### config.mk
export PLATFORM = sky130hd
export DESIGN_NAME = expression_tokenizer
export DESIGN_NICKNAME = d
export VERILOG_FILES = /design/src/rtl/exprtok_pkg.sv /design/src/rtl/expression_tokenizer.sv /design/src/rtl/exprtok_scan.sv /design/src/rtl/exprtok_queue.sv /design/src/rtl/exprtok_emit.sv
export SDC_FILE = /design/constraint.sdc
export NUM_CORES = 1
export LEC_CHECK = 0
export BUFFER_PORTS_ARGS = -buffer_cell sky130_fd_sc_hd__buf_2
export CORE_AREA = 2 2 264 266
export DETAILED_ROUTE_END_ITERATION = 12
export DIE_AREA = 0 0 266 268
export PLACE_DENSITY = 0.66
export REMOVE_ABC_BUFFERS = 1
export SYNTH_ARGS = -nofsm -noshare
export SYNTH_HDL_FRONTEND = slang
export SYNTH_HIERARCHICAL = 1
export SYNTH_SLANG_ARGS = --single-unit
### constraint.sdc
create_clock -name clk -period 12.9 [get_ports clk]
set_clock_uncertainty 0.15 [all_clocks]
set_input_delay 3.87 -clock clk [delete_from_list [all_inputs] [get_ports clk]]
set_output_delay 3.87 -clock clk [all_outputs]
set_load 0.02 [all_outputs]
### src/rtl/exprtok_pkg.sv
// Shared types and constants for the expression tokenizer.
// Used by exprtok_scan, exprtok_queue, exprtok_emit and expression_tokenizer.
package exprtok_pkg;

    localparam int OFFSET_WIDTH = 24;
    localparam int LINE_WIDTH   = 20;
    localparam int CP_WIDTH     = 21;

    localparam int QUEUE_DEPTH = 4;
    localparam int QUEUE_AW    = $clog2(QUEUE_DEPTH);
    localparam int QUEUE_CW    = QUEUE_AW + 1;

    localparam logic [OFFSET_WIDTH-1:0] OFF_MAX  = '1;
    localparam logic [LINE_WIDTH-1:0]   LINE_MAX = '1;

    // Character codes the scanner looks for
    localparam logic [CP_WIDTH-1:0] CP_LPAREN = 21'd40;
    localparam logic [CP_WIDTH-1:0] CP_RPAREN = 21'd41;
    localparam logic [CP_WIDTH-1:0] CP_PLUS   = 21'd43;
    localparam logic [CP_WIDTH-1:0] CP_MINUS  = 21'd45;
    localparam logic [CP_WIDTH-1:0] CP_STAR   = 21'd42;
    localparam logic [CP_WIDTH-1:0] CP_SLASH  = 21'd47;
    localparam logic [CP_WIDTH-1:0] CP_LF     = 21'd10;
    localparam logic [CP_WIDTH-1:0] CP_CR     = 21'd13;
    localparam logic [CP_WIDTH-1:0] CP_SPACE  = 21'd32;
    localparam logic [CP_WIDTH-1:0] CP_DQUOTE = 21'd34;
    localparam logic [CP_WIDTH-1:0] CP_SQUOTE = 21'd39;
    localparam logic [CP_WIDTH-1:0] CP_DOT    = 21'd46;
    localparam logic [CP_WIDTH-1:0] CP_ZERO   = 21'd48;
    localparam logic [CP_WIDTH-1:0] CP_NINE   = 21'd57;

    typedef enum logic [3:0] {
        TOK_LPAREN  = 4'd0,
        TOK_RPAREN  = 4'd1,
        TOK_PLUS    = 4'd2,
        TOK_MINUS   = 4'd3,
        TOK_MUL     = 4'd4,
        TOK_DIV     = 4'd5,
        TOK_NEWLINE = 4'd6,
        TOK_STRING  = 4'd7,
        TOK_NUMBER  = 4'd8,
        TOK_EOF     = 4'd9
    } tok_kind_t;

    typedef enum logic [1:0] {
        ERR_NONE         = 2'd0,
        ERR_UNEXPECTED   = 2'd1,
        ERR_UNTERMINATED = 2'd2
    } err_code_t;

    typedef struct packed {
        tok_kind_t               kind;
        err_code_t               err;
        logic [LINE_WIDTH-1:0]   line;
        logic [OFFSET_WIDTH-1:0] start;
        logic [OFFSET_WIDTH-1:0] length;
    } result_t;

    // One queue entry: all results caused by one input item
    typedef struct packed {
        logic    two;
        result_t r0;
        result_t r1;
    } entry_t;

endpackage

### src/rtl/expression_tokenizer.sv
// Expression tokenizer top level.
// Each item's results are registered in the queue before they are offered; characters
// are taken one per cycle while the queue is not full, results leave one per cycle
// while out_ready is high, and an item with two results is absorbed by a 4-entry queue.
// Reset: asynchronous, active low; scanner idle at line 1, offset 0, queue empty.
module expression_tokenizer (
    input  logic                                 clk,
    input  logic                                 rst_n,
    input  logic                                 in_valid,
    output logic                                 in_ready,
    input  logic                                 action,
    input  logic [exprtok_pkg::CP_WIDTH-1:0]     code_point,
    output logic                                 out_valid,
    input  logic                                 out_ready,
    output logic [3:0]                           token_kind,
    output logic [1:0]                           error_code,
    output logic [exprtok_pkg::LINE_WIDTH-1:0]   line_number,
    output logic [exprtok_pkg::OFFSET_WIDTH-1:0] start_offset,
    output logic [exprtok_pkg::OFFSET_WIDTH-1:0] text_length,
    output logic                                 last
);

    logic                fire;
    logic                push;
    logic                full;
    logic                pop;
    logic                empty;
    exprtok_pkg::entry_t push_data;
    exprtok_pkg::entry_t head;

    assign in_ready = !full;
    assign fire     = in_valid && in_ready;

    exprtok_scan u_scan (
        .clk        (clk),
        .rst_n      (rst_n),
        .fire       (fire),
        .action     (action),
        .code_point (code_point),
        .push       (push),
        .push_data  (push_data)
    );

    exprtok_queue u_queue (
        .clk       (clk),
        .rst_n     (rst_n),
        .push      (push),
        .push_data (push_data),
        .full      (full),
        .pop       (pop),
        .head      (head),
        .empty     (empty)
    );

    exprtok_emit u_emit (
        .clk          (clk),
        .rst_n        (rst_n),
        .head         (head),
        .empty        (empty),
        .pop          (pop),
        .out_valid    (out_valid),
        .out_ready    (out_ready),
        .token_kind   (token_kind),
        .error_code   (error_code),
        .line_number  (line_number),
        .start_offset (start_offset),
        .text_length  (text_length),
        .last         (last)
    );

endmodule

### src/rtl/exprtok_scan.sv
// Front end: accepts characters, runs the scan state machine and builds
// the result pair for each item. Depends on exprtok_pkg.
module exprtok_scan (
    input  logic                                clk,
    input  logic                                rst_n,
    input  logic                                fire,
    input  logic                                action,
    input  logic [exprtok_pkg::CP_WIDTH-1:0]    code_point,
    output logic                                push,
    output exprtok_pkg::entry_t                 push_data
);

    typedef enum logic [2:0] {
        M_IDLE    = 3'd0,
        M_SLASH   = 3'd1,
        M_COMMENT = 3'd2,
        M_STRING  = 3'd3,
        M_INT     = 3'd4,
        M_DOT     = 3'd5,
        M_FRAC    = 3'd6,
        M_HALT    = 3'd7
    } mode_t;

    mode_t                                mode_reg,   mode_next;
    logic                                 single_reg, single_next;
    logic [exprtok_pkg::LINE_WIDTH-1:0]   line_reg,   line_next;
    logic [exprtok_pkg::OFFSET_WIDTH-1:0] offset_reg, offset_next;
    logic [exprtok_pkg::OFFSET_WIDTH-1:0] start_reg,  start_next;
    logic [exprtok_pkg::OFFSET_WIDTH-1:0] length_reg, length_next;

    exprtok_pkg::result_t res_v [2];
    logic [1:0]           n_v;
    logic                 disp_v;
    logic                 digit;
    logic [exprtok_pkg::OFFSET_WIDTH-1:0] cur;
    logic [exprtok_pkg::OFFSET_WIDTH:0]   end_sum;
    logic [exprtok_pkg::OFFSET_WIDTH:0]   len_plus2;
    logic [exprtok_pkg::OFFSET_WIDTH-1:0] dot_pos;

    function automatic logic [exprtok_pkg::OFFSET_WIDTH-1:0] sat_inc_off(
        input logic [exprtok_pkg::OFFSET_WIDTH-1:0] v
    );
        return (v == exprtok_pkg::OFF_MAX) ? v : v + 1'b1;
    endfunction

    function automatic exprtok_pkg::result_t mk(
        input exprtok_pkg::tok_kind_t               kind,
        input exprtok_pkg::err_code_t               err,
        input logic [exprtok_pkg::LINE_WIDTH-1:0]   line,
        input logic [exprtok_pkg::OFFSET_WIDTH-1:0] start,
        input logic [exprtok_pkg::OFFSET_WIDTH-1:0] len
    );
        exprtok_pkg::result_t r;
        r.kind   = kind;
        r.err    = err;
        r.line   = line;
        r.start  = start;
        r.length = len;
        return r;
    endfunction

    assign digit = (code_point >= exprtok_pkg::CP_ZERO) && (code_point <= exprtok_pkg::CP_NINE);
    assign cur   = offset_reg;

    // Saturating sums for the dot error position and the fraction length
    assign end_sum   = {1'b0, start_reg} + {1'b0, length_reg};
    assign dot_pos   = (end_sum >= {1'b0, exprtok_pkg::OFF_MAX})
                       ? exprtok_pkg::OFF_MAX : end_sum[exprtok_pkg::OFFSET_WIDTH-1:0];
    assign len_plus2 = {1'b0, length_reg} + (exprtok_pkg::OFFSET_WIDTH+1)'(2);

    // Next state and results for the item on the input
    always_comb
    begin
        mode_next   = mode_reg;
        single_next = single_reg;
        line_next   = line_reg;
        offset_next = offset_reg;
        start_next  = start_reg;
        length_next = length_reg;
        res_v[0]    = '0;
        res_v[1]    = '0;
        n_v         = 2'd0;
        disp_v      = 1'b0;

        if (fire && (mode_reg != M_HALT))
        begin
            if (action)
            begin
                // End of source: flush the open token, then eof or error
                case (mode_reg)
                    M_SLASH:
                    begin
                        res_v[0] = mk(exprtok_pkg::TOK_DIV, exprtok_pkg::ERR_NONE,
                                      line_reg, start_reg, '0);
                        res_v[1] = mk(exprtok_pkg::TOK_EOF, exprtok_pkg::ERR_NONE,
                                      line_reg, cur, '0);
                        n_v = 2'd2;
                    end
                    M_STRING:
                    begin
                        // error results carry kind zero
                        res_v[0] = mk(exprtok_pkg::TOK_LPAREN,
                                      exprtok_pkg::ERR_UNTERMINATED, line_reg, cur, '0);
                        n_v = 2'd1;
                    end
                    M_INT, M_FRAC:
                    begin
                        res_v[0] = mk(exprtok_pkg::TOK_NUMBER, exprtok_pkg::ERR_NONE,
                                      line_reg, start_reg, length_reg);
                        res_v[1] = mk(exprtok_pkg::TOK_EOF, exprtok_pkg::ERR_NONE,
                                      line_reg, cur, '0);
                        n_v = 2'd2;
                    end
                    M_DOT:
                    begin
                        res_v[0] = mk(exprtok_pkg::TOK_NUMBER, exprtok_pkg::ERR_NONE,
                                      line_reg, start_reg, length_reg);
                        res_v[1] = mk(exprtok_pkg::TOK_LPAREN, exprtok_pkg::ERR_UNEXPECTED,
                                      line_reg, dot_pos, '0);
                        n_v = 2'd2;
                    end
                    default:
                    begin
                        res_v[0] = mk(exprtok_pkg::TOK_EOF, exprtok_pkg::ERR_NONE,
                                      line_reg, cur, '0);
                        n_v = 2'd1;
                    end
                endcase
                mode_next = M_HALT;
            end
            else
            begin
                // Character: advance the open token or close it and dispatch
                case (mode_reg)
                    M_SLASH:
                    begin
                        if (code_point == exprtok_pkg::CP_SLASH)
                        begin
                            mode_next = M_COMMENT;
                        end
                        else
                        begin
                            res_v[0]  = mk(exprtok_pkg::TOK_DIV, exprtok_pkg::ERR_NONE,
                                           line_reg, start_reg, '0);
                            n_v       = 2'd1;
                            mode_next = M_IDLE;
                            disp_v    = 1'b1;
                        end
                    end
                    M_COMMENT:
                    begin
                        if (code_point == exprtok_pkg::CP_LF)
                        begin
                            mode_next = M_IDLE;
                            disp_v    = 1'b1;
                        end
                    end
                    M_STRING:
                    begin
                        if (code_point == (single_reg ? exprtok_pkg::CP_SQUOTE
                                                      : exprtok_pkg::CP_DQUOTE))
                        begin
                            res_v[0]  = mk(exprtok_pkg::TOK_STRING, exprtok_pkg::ERR_NONE,
                                           line_reg, start_reg, length_reg);
                            n_v       = 2'd1;
                            mode_next = M_IDLE;
                        end
                        else if (code_point == exprtok_pkg::CP_LF)
                        begin
                            res_v[0]  = mk(exprtok_pkg::TOK_LPAREN,
                                           exprtok_pkg::ERR_UNTERMINATED, line_reg, cur, '0);
                            n_v       = 2'd1;
                            mode_next = M_HALT;
                        end
                        else
                        begin
                            length_next = sat_inc_off(length_reg);
                        end
                    end
                    M_INT:
                    begin
                        if (digit)
                        begin
                            length_next = sat_inc_off(length_reg);
                        end
                        else if (code_point == exprtok_pkg::CP_DOT)
                        begin
                            mode_next = M_DOT;
                        end
                        else
                        begin
                            res_v[0]  = mk(exprtok_pkg::TOK_NUMBER, exprtok_pkg::ERR_NONE,
                                           line_reg, start_reg, length_reg);
                            n_v       = 2'd1;
                            mode_next = M_IDLE;
                            disp_v    = 1'b1;
                        end
                    end
                    M_DOT:
                    begin
                        if (digit)
                        begin
                            length_next = (len_plus2 >= {1'b0, exprtok_pkg::OFF_MAX})
                                ? exprtok_pkg::OFF_MAX
                                : len_plus2[exprtok_pkg::OFFSET_WIDTH-1:0];
                            mode_next   = M_FRAC;
                        end
                        else
                        begin
                            res_v[0]  = mk(exprtok_pkg::TOK_NUMBER, exprtok_pkg::ERR_NONE,
                                           line_reg, start_reg, length_reg);
                            res_v[1]  = mk(exprtok_pkg::TOK_LPAREN, exprtok_pkg::ERR_UNEXPECTED,
                                           line_reg, dot_pos, '0);
                            n_v       = 2'd2;
                            mode_next = M_HALT;
                        end
                    end
                    M_FRAC:
                    begin
                        if (digit)
                        begin
                            length_next = sat_inc_off(length_reg);
                        end
                        else
                        begin
                            res_v[0]  = mk(exprtok_pkg::TOK_NUMBER, exprtok_pkg::ERR_NONE,
                                           line_reg, start_reg, length_reg);
                            n_v       = 2'd1;
                            mode_next = M_IDLE;
                            disp_v    = 1'b1;
                        end
                    end
                    default:
                    begin
                        disp_v = 1'b1;
                    end
                endcase

                // Dispatch the character from idle
                if (disp_v)
                begin
                    if (code_point == exprtok_pkg::CP_LPAREN)
                    begin
                        res_v[n_v[0]] = mk(exprtok_pkg::TOK_LPAREN, exprtok_pkg::ERR_NONE,
                                           line_next, cur, '0);
                        n_v = n_v + 2'd1;
                    end
                    else if (code_point == exprtok_pkg::CP_RPAREN)
                    begin
                        res_v[n_v[0]] = mk(exprtok_pkg::TOK_RPAREN, exprtok_pkg::ERR_NONE,
                                           line_next, cur, '0);
                        n_v = n_v + 2'd1;
                    end
                    else if (code_point == exprtok_pkg::CP_PLUS)
                    begin
                        res_v[n_v[0]] = mk(exprtok_pkg::TOK_PLUS, exprtok_pkg::ERR_NONE,
                                           line_next, cur, '0);
                        n_v = n_v + 2'd1;
                    end
                    else if (code_point == exprtok_pkg::CP_MINUS)
                    begin
                        res_v[n_v[0]] = mk(exprtok_pkg::TOK_MINUS, exprtok_pkg::ERR_NONE,
                                           line_next, cur, '0);
                        n_v = n_v + 2'd1;
                    end
                    else if (code_point == exprtok_pkg::CP_STAR)
                    begin
                        res_v[n_v[0]] = mk(exprtok_pkg::TOK_MUL, exprtok_pkg::ERR_NONE,
                                           line_next, cur, '0);
                        n_v = n_v + 2'd1;
                    end
                    else if (code_point == exprtok_pkg::CP_SLASH)
                    begin
                        mode_next  = M_SLASH;
                        start_next = cur;
                    end
                    else if ((code_point == exprtok_pkg::CP_SPACE) ||
                             (code_point == exprtok_pkg::CP_CR))
                    begin
                        // skip blanks
                        mode_next = M_IDLE;
                    end
                    else if (code_point == exprtok_pkg::CP_LF)
                    begin
                        line_next = (line_reg == exprtok_pkg::LINE_MAX)
                                    ? line_reg : line_reg + 1'b1;
                        res_v[n_v[0]] = mk(exprtok_pkg::TOK_NEWLINE, exprtok_pkg::ERR_NONE,
                                           line_next, cur, '0);
                        n_v = n_v + 2'd1;
                    end
                    else if ((code_point == exprtok_pkg::CP_DQUOTE) ||
                             (code_point == exprtok_pkg::CP_SQUOTE))
                    begin
                        mode_next   = M_STRING;
                        single_next = (code_point == exprtok_pkg::CP_SQUOTE);
                        start_next  = sat_inc_off(cur);
                        length_next = '0;
                    end
                    else if (digit)
                    begin
                        mode_next   = M_INT;
                        start_next  = cur;
                        length_next = exprtok_pkg::OFFSET_WIDTH'(1);
                    end
                    else
                    begin
                        res_v[n_v[0]] = mk(exprtok_pkg::TOK_LPAREN, exprtok_pkg::ERR_UNEXPECTED,
                                           line_next, cur, '0);
                        n_v = n_v + 2'd1;
                        mode_next = M_HALT;
                    end
                end

                offset_next = sat_inc_off(offset_reg);
            end
        end
    end

    // Hand the result pair to the queue
    assign push         = fire && (n_v != 2'd0);
    assign push_data.two = n_v[1];
    assign push_data.r0  = res_v[0];
    assign push_data.r1  = res_v[1];

    // Hold scan state
    always_ff @(posedge clk or negedge rst_n)
    begin
        if (!rst_n)
        begin
            mode_reg   <= M_IDLE;
            single_reg <= 1'b0;
            line_reg   <= exprtok_pkg::LINE_WIDTH'(1);
            offset_reg <= '0;
            start_reg  <= '0;
            length_reg <= '0;
        end
        else
        begin
            mode_reg   <= mode_next;
            single_reg <= single_next;
            line_reg   <= line_next;
            offset_reg <= offset_next;
            start_reg  <= start_next;
            length_reg <= length_next;
        end
    end

endmodule

### src/rtl/exprtok_queue.sv
// Short queue of result pairs between scanner and output stage.
// Depends on exprtok_pkg.
module exprtok_queue (
    input  logic                clk,
    input  logic                rst_n,
    input  logic                push,
    input  exprtok_pkg::entry_t push_data,
    output logic                full,
    input  logic                pop,
    output exprtok_pkg::entry_t head,
    output logic                empty
);

    exprtok_pkg::entry_t              mem_reg [exprtok_pkg::QUEUE_DEPTH];
    logic [exprtok_pkg::QUEUE_AW-1:0] wr_ptr_reg, wr_ptr_next;
    logic [exprtok_pkg::QUEUE_AW-1:0] rd_ptr_reg, rd_ptr_next;
    logic [exprtok_pkg::QUEUE_CW-1:0] count_reg,  count_next;

    assign full  = (count_reg == exprtok_pkg::QUEUE_CW'(exprtok_pkg::QUEUE_DEPTH));
    assign empty = (count_reg == '0);
    assign head  = mem_reg[rd_ptr_reg];

    // Advance pointers and count
    always_comb
    begin
        wr_ptr_next = push ? wr_ptr_reg + 1'b1 : wr_ptr_reg;
        rd_ptr_next = pop  ? rd_ptr_reg + 1'b1 : rd_ptr_reg;
        count_next  = count_reg;
        if (push && !pop)
        begin
            count_next = count_reg + 1'b1;
        end
        else if (!push && pop)
        begin
            count_next = count_reg - 1'b1;
        end
    end

    always_ff @(posedge clk or negedge rst_n)
    begin
        if (!rst_n)
        begin
            wr_ptr_reg <= '0;
            rd_ptr_reg <= '0;
            count_reg  <= '0;
        end
        else
        begin
            wr_ptr_reg <= wr_ptr_next;
            rd_ptr_reg <= rd_ptr_next;
            count_reg  <= count_next;
        end
    end

    // Store entries
    always_ff @(posedge clk)
    begin
        if (push)
        begin
            mem_reg[wr_ptr_reg] <= push_data;
        end
    end

endmodule

### src/rtl/exprtok_emit.sv
// Back end: drains queue entries and sends their results one per transfer.
// Depends on exprtok_pkg.
module exprtok_emit (
    input  logic                                 clk,
    input  logic                                 rst_n,
    input  exprtok_pkg::entry_t                  head,
    input  logic                                 empty,
    output logic                                 pop,
    output logic                                 out_valid,
    input  logic                                 out_ready,
    output logic [3:0]                           token_kind,
    output logic [1:0]                           error_code,
    output logic [exprtok_pkg::LINE_WIDTH-1:0]   line_number,
    output logic [exprtok_pkg::OFFSET_WIDTH-1:0] start_offset,
    output logic [exprtok_pkg::OFFSET_WIDTH-1:0] text_length,
    output logic                                 last
);

    logic                 second_reg, second_next;
    logic                 xfer;
    exprtok_pkg::result_t cur_res;

    assign out_valid = !empty;
    assign xfer      = out_valid && out_ready;
    assign cur_res   = second_reg ? head.r1 : head.r0;
    assign last      = second_reg || !head.two;
    assign pop       = xfer && last;

    assign token_kind   = cur_res.kind;
    assign error_code   = cur_res.err;
    assign line_number  = cur_res.line;
    assign start_offset = cur_res.start;
    assign text_length  = cur_res.length;

    // Step to the second result of a pair, back to the first on pop
    always_comb
    begin
        second_next = second_reg;
        if (xfer)
        begin
            second_next = !last;
        end
    end

    always_ff @(posedge clk or negedge rst_n)
    begin
        if (!rst_n)
        begin
            second_reg <= 1'b0;
        end
        else
        begin
            second_reg <= second_next;
        end
    end

endmodule

Word-level counts from Yosys, hierarchy flattened
Memories as Yosys holds them, arrays and structs flattened.
Index checks and enable logic that the tools add are counted.
{"block": "classes", "add_sub_neg": 10, "n_mul": 0, "n_div": 0, "n_lt_le_gt_ge": 6, "eq_ne": 26, "n_shift": 0, "muxes": 122, "bitwise_logic": 10, "reduce_logical": 31}
{"operator": "2-to-1 mux 148 bit", "n": 14}
{"operator": "bitwise mux 148 bit", "n": 7}
{"operator": "2-to-1 mux 74 bit", "n": 11}
{"operator": "2-to-1 mux 24 bit", "n": 24}
{"operator": "case mux 74 bit (5 select lines)", "n": 1}
{"operator": "case mux 74 bit (3 select lines)", "n": 1}
{"operator": "equality test 21 x 6 -> 1 bit, second input constant", "n": 10}
{"operator": "case mux 74 bit (2 select lines)", "n": 1}
{"operator": "demux 74 bit (select 1 bit)", "n": 1}
{"operator": "2-to-1 mux 73 bit", "n": 1}
{"operator": "case mux 24 bit (3 select lines)", "n": 1}
{"operator": "2-to-1 mux 70 bit", "n": 1}
{"operator": "2-to-1 mux 3 bit", "n": 20}
{"operator": ">= comparator 25 x 24 -> 1 bit, second input constant", "n": 2}
{"operator": "adder 24 x 1 -> 24 bit, second input constant", "n": 2}
{"operator": "equality test 24 bit, second input constant", "n": 2}
{"operator": "equality test 21 x 4 -> 1 bit, second input constant", "n": 2}
{"operator": "2-to-1 mux 2 bit", "n": 21}
{"operator": "adder 24 x 2 -> 25 bit, second input constant", "n": 1}
{"operator": "adder 24 x 24 -> 25 bit", "n": 1}
{"operator": "AND reduction 11 bit", "n": 2}
{"operator": "equality test 21 bit", "n": 1}
{"operator": ">= comparator 21 x 6 -> 1 bit, second input constant", "n": 1}
{"operator": "less-or-equal comparator 21 x 6 -> 1 bit, second input constant", "n": 1}
{"operator": "30 further kinds", "n": 76}
{"block": "totals", "reg_bits": 104, "latchBits": 0, "mem_bits_rw": 596, "romBits": 0, "output_inout_bits": 77, "n_memories": 1}
{"memory": "u_queue.mem_reg", "words": 4, "word_bits": 149, "read_ports": 1, "rd_ports_with_merged_regs": 0, "write_ports": 1, "line_no": "exprtok_queue.sv:14", "source": "exprtok_pkg::entry_t mem_reg [exprtok_pkg::QUEUE_DEPTH];"}

Longest topological paths before layout
Gate-level depths: netlist (run 1).
{"block": "logic_depth", "word_depth": 26, "mapped_depth": 17, "depth_no_buf": 16}

Cells and area by module
The synthesis (run 1) kept the hierarchy.
{"module": "exprtok_queue", "n_inst": 1, "cells_per_inst": 813, "area_per_inst_um2": 21874.7, "seq_area_each_um2": 18072.3}
{"module": "exprtok_scan", "n_inst": 1, "cells_per_inst": 1513, "area_per_inst_um2": 10975.5, "seq_area_each_um2": 2403.6}
{"module": "exprtok_emit", "n_inst": 1, "cells_per_inst": 89, "area_per_inst_um2": 1108.6, "seq_area_each_um2": 25.0}
{"module": "expression_tokenizer", "n_inst": 1, "cells_per_inst": 2, "area_per_inst_um2": 10.0, "seq_area_each_um2": 0.0}

Least setup slack after synthesis (run 1)
No wires, ideal clock.
{"block": "synth_timing", "path_kind": "in2reg", "start": "input code_point[12] in the netlist's numbering", "end": "memory u_queue/mem_reg[0][0] in the netlist's numbering (enable)", "arrival_time_ns": 9.754, "required_time_ns": 12.224, "path_slack_ns": 2.469, "cell_stages": 11, "n_path_buf": 0, "cell_sequence": "nor4_4 -> nand3_1 -> or4_4 -> a21oi_4 -> nor2_2 -> ha_1 -> nand3_1 -> o21ai_0 -> o2bb2ai_1 -> a21oi_1 -> and2_1"}
{"block": "synth_via", "elab_chain_cells": 24}
{"item": "start: declaration", "line_no": "expression_tokenizer.sv:12", "source": "input logic [exprtok_pkg::CP_WIDTH-1:0] code_point,"}
{"item": ">= comparator 21 x 6 -> 1 bit (tied with other cells)", "line_no": "exprtok_scan.sv:62", "source": "assign digit = (code_point >= exprtok_pkg::CP_ZERO) && (code_point <= exprtok_pkg::CP_NINE);"}
{"item": "logical AND 1 bit (tied with other cells)", "line_no": "exprtok_scan.sv:62"}
{"item": "2-to-1 mux 1 bit (tied with other cells)", "line_no": "exprtok_scan.sv:220", "source": "if (digit)"}
{"item": "case mux 2 bit (5 select lines)", "line_no": "exprtok_scan.sv:134", "source": "case (mode_reg)"}
{"item": "2-to-1 mux 2 bit", "line_no": "exprtok_scan.sv:87", "source": "if (action)"}
{"item": "2-to-1 mux 2 bit", "line_no": "exprtok_scan.sv:85", "source": "if (fire && (mode_reg != M_HALT))"}
{"item": "adder 2 x 1 -> 2 bit"}
{"item": "2-to-1 mux 2 bit", "line_no": "exprtok_scan.sv:299", "source": "else if (digit)"}
{"item": "[... 9 more ...]"}
{"item": "2-to-1 mux 2 bit (*)", "line_no": "exprtok_scan.sv:240", "source": "if (disp_v)"}
{"item": "2-to-1 mux 2 bit (*)", "line_no": "exprtok_scan.sv:87"}
{"item": "2-to-1 mux 2 bit (*)", "line_no": "exprtok_scan.sv:85"}
{"item": "nonzero test 2 bit (*)", "line_no": "exprtok_scan.sv:320", "source": "assign push = fire && (n_v != 2'd0);"}
{"item": "logical AND 1 bit (*)", "line_no": "exprtok_scan.sv:320"}
{"item": "via push", "line_no": "expression_tokenizer.sv:24", "source": "logic push;"}
{"item": "2-to-1 mux 1 bit (*)", "line_no": "exprtok_queue.sv:58", "source": "if (push)"}
{"item": "2-to-1 mux 1 bit (not written as such) (*)", "line_no": "exprtok_queue.sv:60", "source": "mem_reg[wr_ptr_reg] <= push_data;"}
{"item": "end: declaration", "line_no": "exprtok_queue.sv:14"}
The timed path passes the listed nets; every way through them passes the cells marked *. The select of a mux whose other input is x is not followed.

==> summary.txt, run 1 <==
Run status
  – Status: finished, final reports clean

Logic synthesis
  – Synthesized area: 34,000 µm²
  – FF+latch count, synth: 700
  – Sequential area share after synthesis: 60.4%
  – Synth area leaders: edfxtp_1 (53%), mux4_2 (9.9%), dfrtp_1 (7.6%)
  – Most frequent cell after synthesis: edfxtp_1
  – Distinct cells, synth: 94
  – Top cell type by total area after synthesis: edfxtp_1
  – Number of synthesized flops with an enable pin: 596
  – Cells after Synth: 2,417
  – Post-synth top flop: edfxtp_1
  – Mapped Avg Cell Area: 14.1 µm²
  – Async S/R FF share, synth: 14.9%
  – Most frequent cells after synthesis: edfxtp_1 (596), nand2_1 (193), mux4_2 (149)
  – Top cell type's share of synthesized area: 52.7%
  – Synth Warn #: 6

Place
  – Post-Place Worst Slack: 3670 ps
  – Buffers on Ports: 102
  – GPL Wtd Cong: 0.930
  – DPL Wire Length: 55,600 µm
  – Post-DP Area: 35,000 µm²
  – Inst Count DP: 3,270

CTS
  – CTS tree: yes
  – CTS max path bufs: 3
  – Hold Buf Count CTS: 0
  – Reg clk slew, reported paths: 60 ps
  – CTS root buf: clkbuf_16
  – Post-CTS setup buffers: 0
  – Worst-Skew Late Latency: 600 ps
  – CTS buffer count: 72
  – CTS sink cnt: 700
  – Post-cts sizing count: 0
  – H-tree depth: 3

Power
  – Pwr/cell area: 163 nW/µm²
  – Psw: 1.71 mW
  – Clk pwr share: 33.6%
  – Seq pwr share: 42.3%
  – Switching part of the total: 28.1%
  – Pint: 4.37 mW
  – Total power: 6.08 mW
  – LEAKAGE: 12.2 nW
  – Worst ir drop on vdd: 0.167 mV
  – Comb pwr share: 24.1%

Setup path
  – Req. time, crit path: 12,960 ps
  – Critical path launch point type: input port
  – Worst setup EP type: flip-flop
  – CP max FO: 96
  – Crit Path Category: input port to flip-flop
  – Crit path DAT: 8720 ps

Timing
  – Hold WS: 354 ps
  – Unrepaired setup endpoints after global routing: no
  – Worst Tran Pin Value: 1320 ps
  – Slew Limit Fails: 0
  – Achievable frequency: 116 MHz
  – Slew Limit Headroom: 11.7%
  – Setup slack after layout: 4240 ps
  – Setup tns final: 0 ps
  – Final Hold Fails: 0
  – Fin crit share: 67.1%
  – # setup viols final: 0
  – Crit path time final: 8660 ps

Layout
  – Filler cells: 5,525
  – Layout Cells excl Fill: 3,398
  – Final Instance Area: 37,300 µm²
  – Register area: 20,500 µm²
  – ANT cells: 0
  – End-of-flow core utilization: 54.6%
  – # nets final: 2,526
  – Max FFs per register: 596
  – Multi-input gate area: 12,500 µm²
  – Layout cells sized above 1: 21.3%
  – Area added between synthesis and finish: 9.75%

Floorplanning
  – Core footprint: 68,200 µm²
  – Die ar.: 71,300 µm²
  – DIE HEIGHT: 268 µm
  – Row count: 96
  – IO Pins: 103
  – Die X: 266 µm
  – Initial core utilization: 49.8%

Global route
  – Vias in the first global route: 21,600
  – Total GRT Usage: 24.6%
  – Global route overflow: 0
  – Grt met1 use: 37.4%
  – Met3 usage: 4.64%
  – Met2 Use GR: 36.7%
  – Largest net degree at the start of global routing: 99
  – Antenna violations before repair: 2
  – First-pass GRT wire length: 133,000 µm
  – Grt peak-use layer: met1

Drt
  – Via-to-Cell Ratio: 6.36
  – 1st-iter DRT viols: 2,383
  – Total Wirelength: 86,400 µm
  – Remaining antenna violation count: 0
  – Pre-antenna DRT Iters: 6
  – Via Count: 21,600
  – Avg WL per Cell: 25.4 µm
  – DRC Markers: 0

Run
  – Max-cap violations: 0

Worst hold path
  – Worst hold path type: flip-flop to flip-flop
## worst paths after layout
check | startpoint | cells after the start | end | slack (ps)
worst min register to register | u_queue/count_reg[2] | 1 | u_queue/count_reg[2] | 350
worst max register to register | u_scan/mode_reg[2] | 9 | u_queue/mem_reg[1][80] | 6990
min in group asynchronous | rst_n | 1 | u_scan/line_reg[17] | 3160
worst max-delay path | action | 9 | u_queue/mem_reg[1][80] | 4240
max in group asynchronous | rst_n | 2 | u_scan/start_reg[22] | 8110
worst min-delay path | u_queue/count_reg[2] | 1 | u_queue/count_reg[2] | 350
## power by group through the flow
stage	combinational, mW	sequential (mW)	clock, mW
detailed placement	1.49	2.63	0
CTS	1.50	2.58	2.08
global route	1.56	2.59	2.17
floorplan	1.14	2.72	0
finish	1.47	2.57	2.04
global placement	1.49	2.62	0
## critical path, cell delays in order
cell     delay, ps
buf_2          100
buf_4          340
nand2_1        910
nand2_1        710
nor2_1         440
nor2_1          70
a21oi_1        630
and2_4         880
buf_12         470
## layout by cell type (no fill, tap or decap), types with 41 or more instances in the layout
master	synthesis	layout
a21oi_1	92	92
buf_2	42	101
clkbuf_16	0	73
dfrtp_1	103	100
edfxtp_1	596	596
mux2_2	41	41
mux4_2	149	149
nand2_1	193	192
nand3_1	59	59
nor2_1	138	138
nor3_1	76	76
o21ai_0	114	114
xnor2_1	60	60
## kinds of logic (layout without fill, tap and decap cells)
logic type,count (synthesis),after routing,synth area share (%)
AOI/OAI and AO/OA,474,474,9.56
muxes,233,233,13.1
DFF,700,700,60.4
adders and majority gates,38,38,1.44
other,1,25,0.0110
xor gates and xnor gates,97,97,2.50
buffers and inverters,217,292,3.32
and+or+nand+nor,657,657,9.74
## per-layer routing
layer | vias to the layer above | wire length, µm
li1 | 9490 | -
met1 | 11000 | 38600
met2 | 1020 | 38700
met3 | 149 | 7430
met4 | 2 | 1650
met5 | - | 11
## final cells by class
class	count	share of cell area [%]
well taps	882	2.96
repair buffers	128	2.03
multi-input cells	1524	33.4
clock buffers	97	5.25
inverters	36	0.362
clock inverters	31	0.933
flip-flops and latches	700	55.0
(Power assumes the default switching activity.)
==> run 2, diff against run 1 <==
--- a/config.mk
+++ b/config.mk
@@ -9,7 +9,7 @@
 export CORE_AREA = 2 2 264 266
 export DETAILED_ROUTE_END_ITERATION = 12
 export DIE_AREA = 0 0 266 268
-export PLACE_DENSITY = 0.66
+export PLACE_DENSITY = 0.68
 export REMOVE_ABC_BUFFERS = 1
 export SYNTH_ARGS = -nofsm -noshare
 export SYNTH_HDL_FRONTEND = slang
==> constraint.sdc (replaced) <==
create_clock -name clk -period 7.5 [get_ports clk]
set_clock_uncertainty 0.15 [all_clocks]
set_input_delay 2.25 -clock clk [delete_from_list [all_inputs] [get_ports clk]]
set_output_delay 2.25 -clock clk [all_outputs]
set_load 0.02 [all_outputs]
==> run 2 against run 1 <==
Final area increased by 0.78%. Sequential cell count unchanged. Register-to-register slack got worse by 4200 ps. Worst hold slack got worse by 3.0 ps. Wire length decreased by 2.4%. Core utilization increased by 0.43 points. Highest routed layer is now met4.
==> summary.txt, run 2 (synthesis results as in run 1) <==
Run status
  – Status: finished, final reports clean

Floorplanning
  – DIE HEIGHT: 268 µm (unchanged)
  – IO Pins: 103 (unchanged)
  – Die ar.: 71,300 µm² (unchanged)
  – Core footprint: 68,200 µm² (unchanged)
  – Row count: 96 (unchanged)
  – Die X: 266 µm (unchanged)
  – Initial core utilization: 49.8% (unchanged)

Place
  – Buffers on Ports: 102 (unchanged)
  – GPL Wtd Cong: 0.941 (+1.2%)
  – DPL Wire Length: 54,800 µm (-1.4%)

Drt
  – Pre-antenna DRT Iters: 5 (-1)
  – Via Count: 21,600 (-0.27%)
  – Avg WL per Cell: 24.6 µm (-3.0%)
  – Remaining antenna violation count: 0 (unchanged)
  – Total Wirelength: 84,300 µm (-2.4%)
  – Via-to-Cell Ratio: 6.30 (-0.94%)
  – DRC Markers: 0 (unchanged)
  – 1st-iter DRT viols: 2,249 (-5.6%)

CTS
  – Hold Buf Count CTS: 0 (unchanged)
  – Reg clk slew, reported paths: 60 ps (about the same)
  – CTS tree: yes
  – Post-cts sizing count: 0 (unchanged)
  – CTS max path bufs: 3 (unchanged)
  – CTS sink cnt: 700 (unchanged)
  – Worst-Skew Late Latency: 630 ps (+30 ps)
  – CTS root buf: clkbuf_16
  – H-tree depth: 3 (unchanged)
  – CTS buffer count: 72 (unchanged)
  – Post-CTS setup buffers: 0 (unchanged)

Global route
  – Vias in the first global route: 21,600 (-0.023%)
  – Antenna violations before repair: 0 (-2)
  – First-pass GRT wire length: 130,000 µm (-2.4%)
  – Largest net degree at the start of global routing: 67 (-32%)
  – Global route overflow: 0 (unchanged)
  – Total GRT Usage: 23.9% (-0.74 points)

Layout
  – Layout cells sized above 1: 22.0% (+0.63 points)
  – Commonest non-fill, non-tap cells in the layout: edfxtp_1 (596), nand2_1 (192), mux4_2 (149)
  – Max FFs per register: 596 (unchanged)
  – Register area: 20,500 µm² (unchanged)
  – Multi-input gate area: 12,500 µm² (unchanged)
  – Area added between synthesis and finish: 10.6%
  – ANT cells: 0 (unchanged)
  – Commonest non-fill, non-tap cell in the layout: edfxtp_1
  – # nets final: 2,545 (+0.75%)
  – Filler cells: 5,413 (-2.0%)

Setup path
  – Critical path launch point type: input port
  – Cell chain of the critical path: buf_2 -> nor4_4 -> nand4_4 -> nor3_1 -> o31ai_2 -> nor2_2 -> ha_1 -> nand3_1 -> o21ai_0 -> o2bb2ai_1 -> a21oi_1 -> buf_4 -> and2_4 -> buf_12
  – Worst path slowest cell: nor3_1
  – Worst setup EP type: flip-flop
  – Crit-path max cell delay: 590 ps (-320 ps)
  – CP max FO: 53 (-45%)
  – Crit path DAT: 6140 ps (-2580 ps)
  – Crit Path Category: input port to flip-flop
  – Req. time, crit path: 7620 ps (-5340 ps)

Power
  – Pwr/cell area: 279 nW/µm² (+71%)
  – LEAKAGE: 12.3 nW (+1.2%)
  – Worst ir drop on vdd: 0.381 mV (+130%)

Timing
  – Slew Limit Fails: 0 (unchanged)
  – Achievable frequency: 166 MHz
  – Unrepaired setup endpoints after global routing: no
  – Setup tns final: 0 ps (unchanged)
  – Hold WS: 351 ps (-2.97 ps)
  – Worst Tran Pin Value: 1270 ps (-48.2 ps)
  – Final Hold Fails: 0 (unchanged)
  – Fin crit share: 80.2%
  – Slew Limit Headroom: 15.0% (+3.2 points)
  – Crit path time final: 6020 ps
  – # setup viols final: 0 (unchanged)

Run
  – Max-cap violations: 0 (unchanged)

Worst hold path
  – Worst hold path type: flip-flop to flip-flop
run 2: cell count changes in the layout (fill, tap and decap cells not counted), sizes merged:
cell	delta
clkbuf	-12
buf	+19
inv	+4
clkinv	+12
run 2: cell type report:
cell class	instances	area share [%]
tap	882	2.94
timing repair buffer	147	2.70
multi-input combinational	1524	33.2
inverter	36	0.360
clock buffer	85	5.04
clock inverter	47	1.19
sequential	700	54.6
run 2: per-layer routing:
layer  part of all wire [%]  GRT usage, %
met1                     44          34.8
met2                     46          37.1
met3                    7.1          3.86
met4                    2.5          7.41
met5                      0             0
run 2: per-stage QoR:
| stage | power (mW) | utilization (%) | std cells | cell area [µm²] | worst slack [ps] |
|---|---|---|---|---|---|
| 2_1_floorplan | 6.63 | - | 2260 | 33100 | -1640 |
| 3_3_place_gp | 7.07 | 51.6 | 3289 | 35200 | 1030 |
| 3_5_place_dp | 7.08 | 51.6 | 3289 | 35200 | 946 |
| 4_1_cts | 10.6 | 55.1 | 3421 | 37600 | 1580 |
| 5_1_grt | 10.9 | 55.1 | 3421 | 37600 | 1190 |
| 6_report | 10.5 | 55.1 | 3421 | 37600 | 1480 |
run 2: path summary, 6_finish.rpt:
| check | startpoint | slack [ps] | end | cells past startpoint |
|---|---|---|---|---|
| hold reg to reg | u_queue/count_reg[2] | 350 | u_queue/count_reg[2] | 1 |
| max in group asynchronous | rst_n | 4280 | u_scan/length_reg[17] | 2 |
| hold / removal | u_queue/count_reg[2] | 350 | u_queue/count_reg[2] | 1 |
| min in group asynchronous | rst_n | 1560 | u_scan/cur[8] | 1 |
| setup reg to reg | u_scan/mode_reg[2] | 2790 | u_queue/mem_reg[3][7] | 11 |
| setup / recovery | code_point[12] | 1480 | u_queue/mem_reg[3][7] | 14 |
run 2: critical path, delay by kind of cell:
kind	cells	cell delay, ps
AND/OR/NAND/NOR	6	2140
AO/OA/AOI/OAI	4	710
buffers and inverters	3	610
adder cells (fa/ha/maj)	1	290
run 2: where the power goes:
part / switching [mW] / internal, mW
logic: 1.28 / 1.27
registers: 0.186 / 4.22
clock network: 1.50 / 2.03
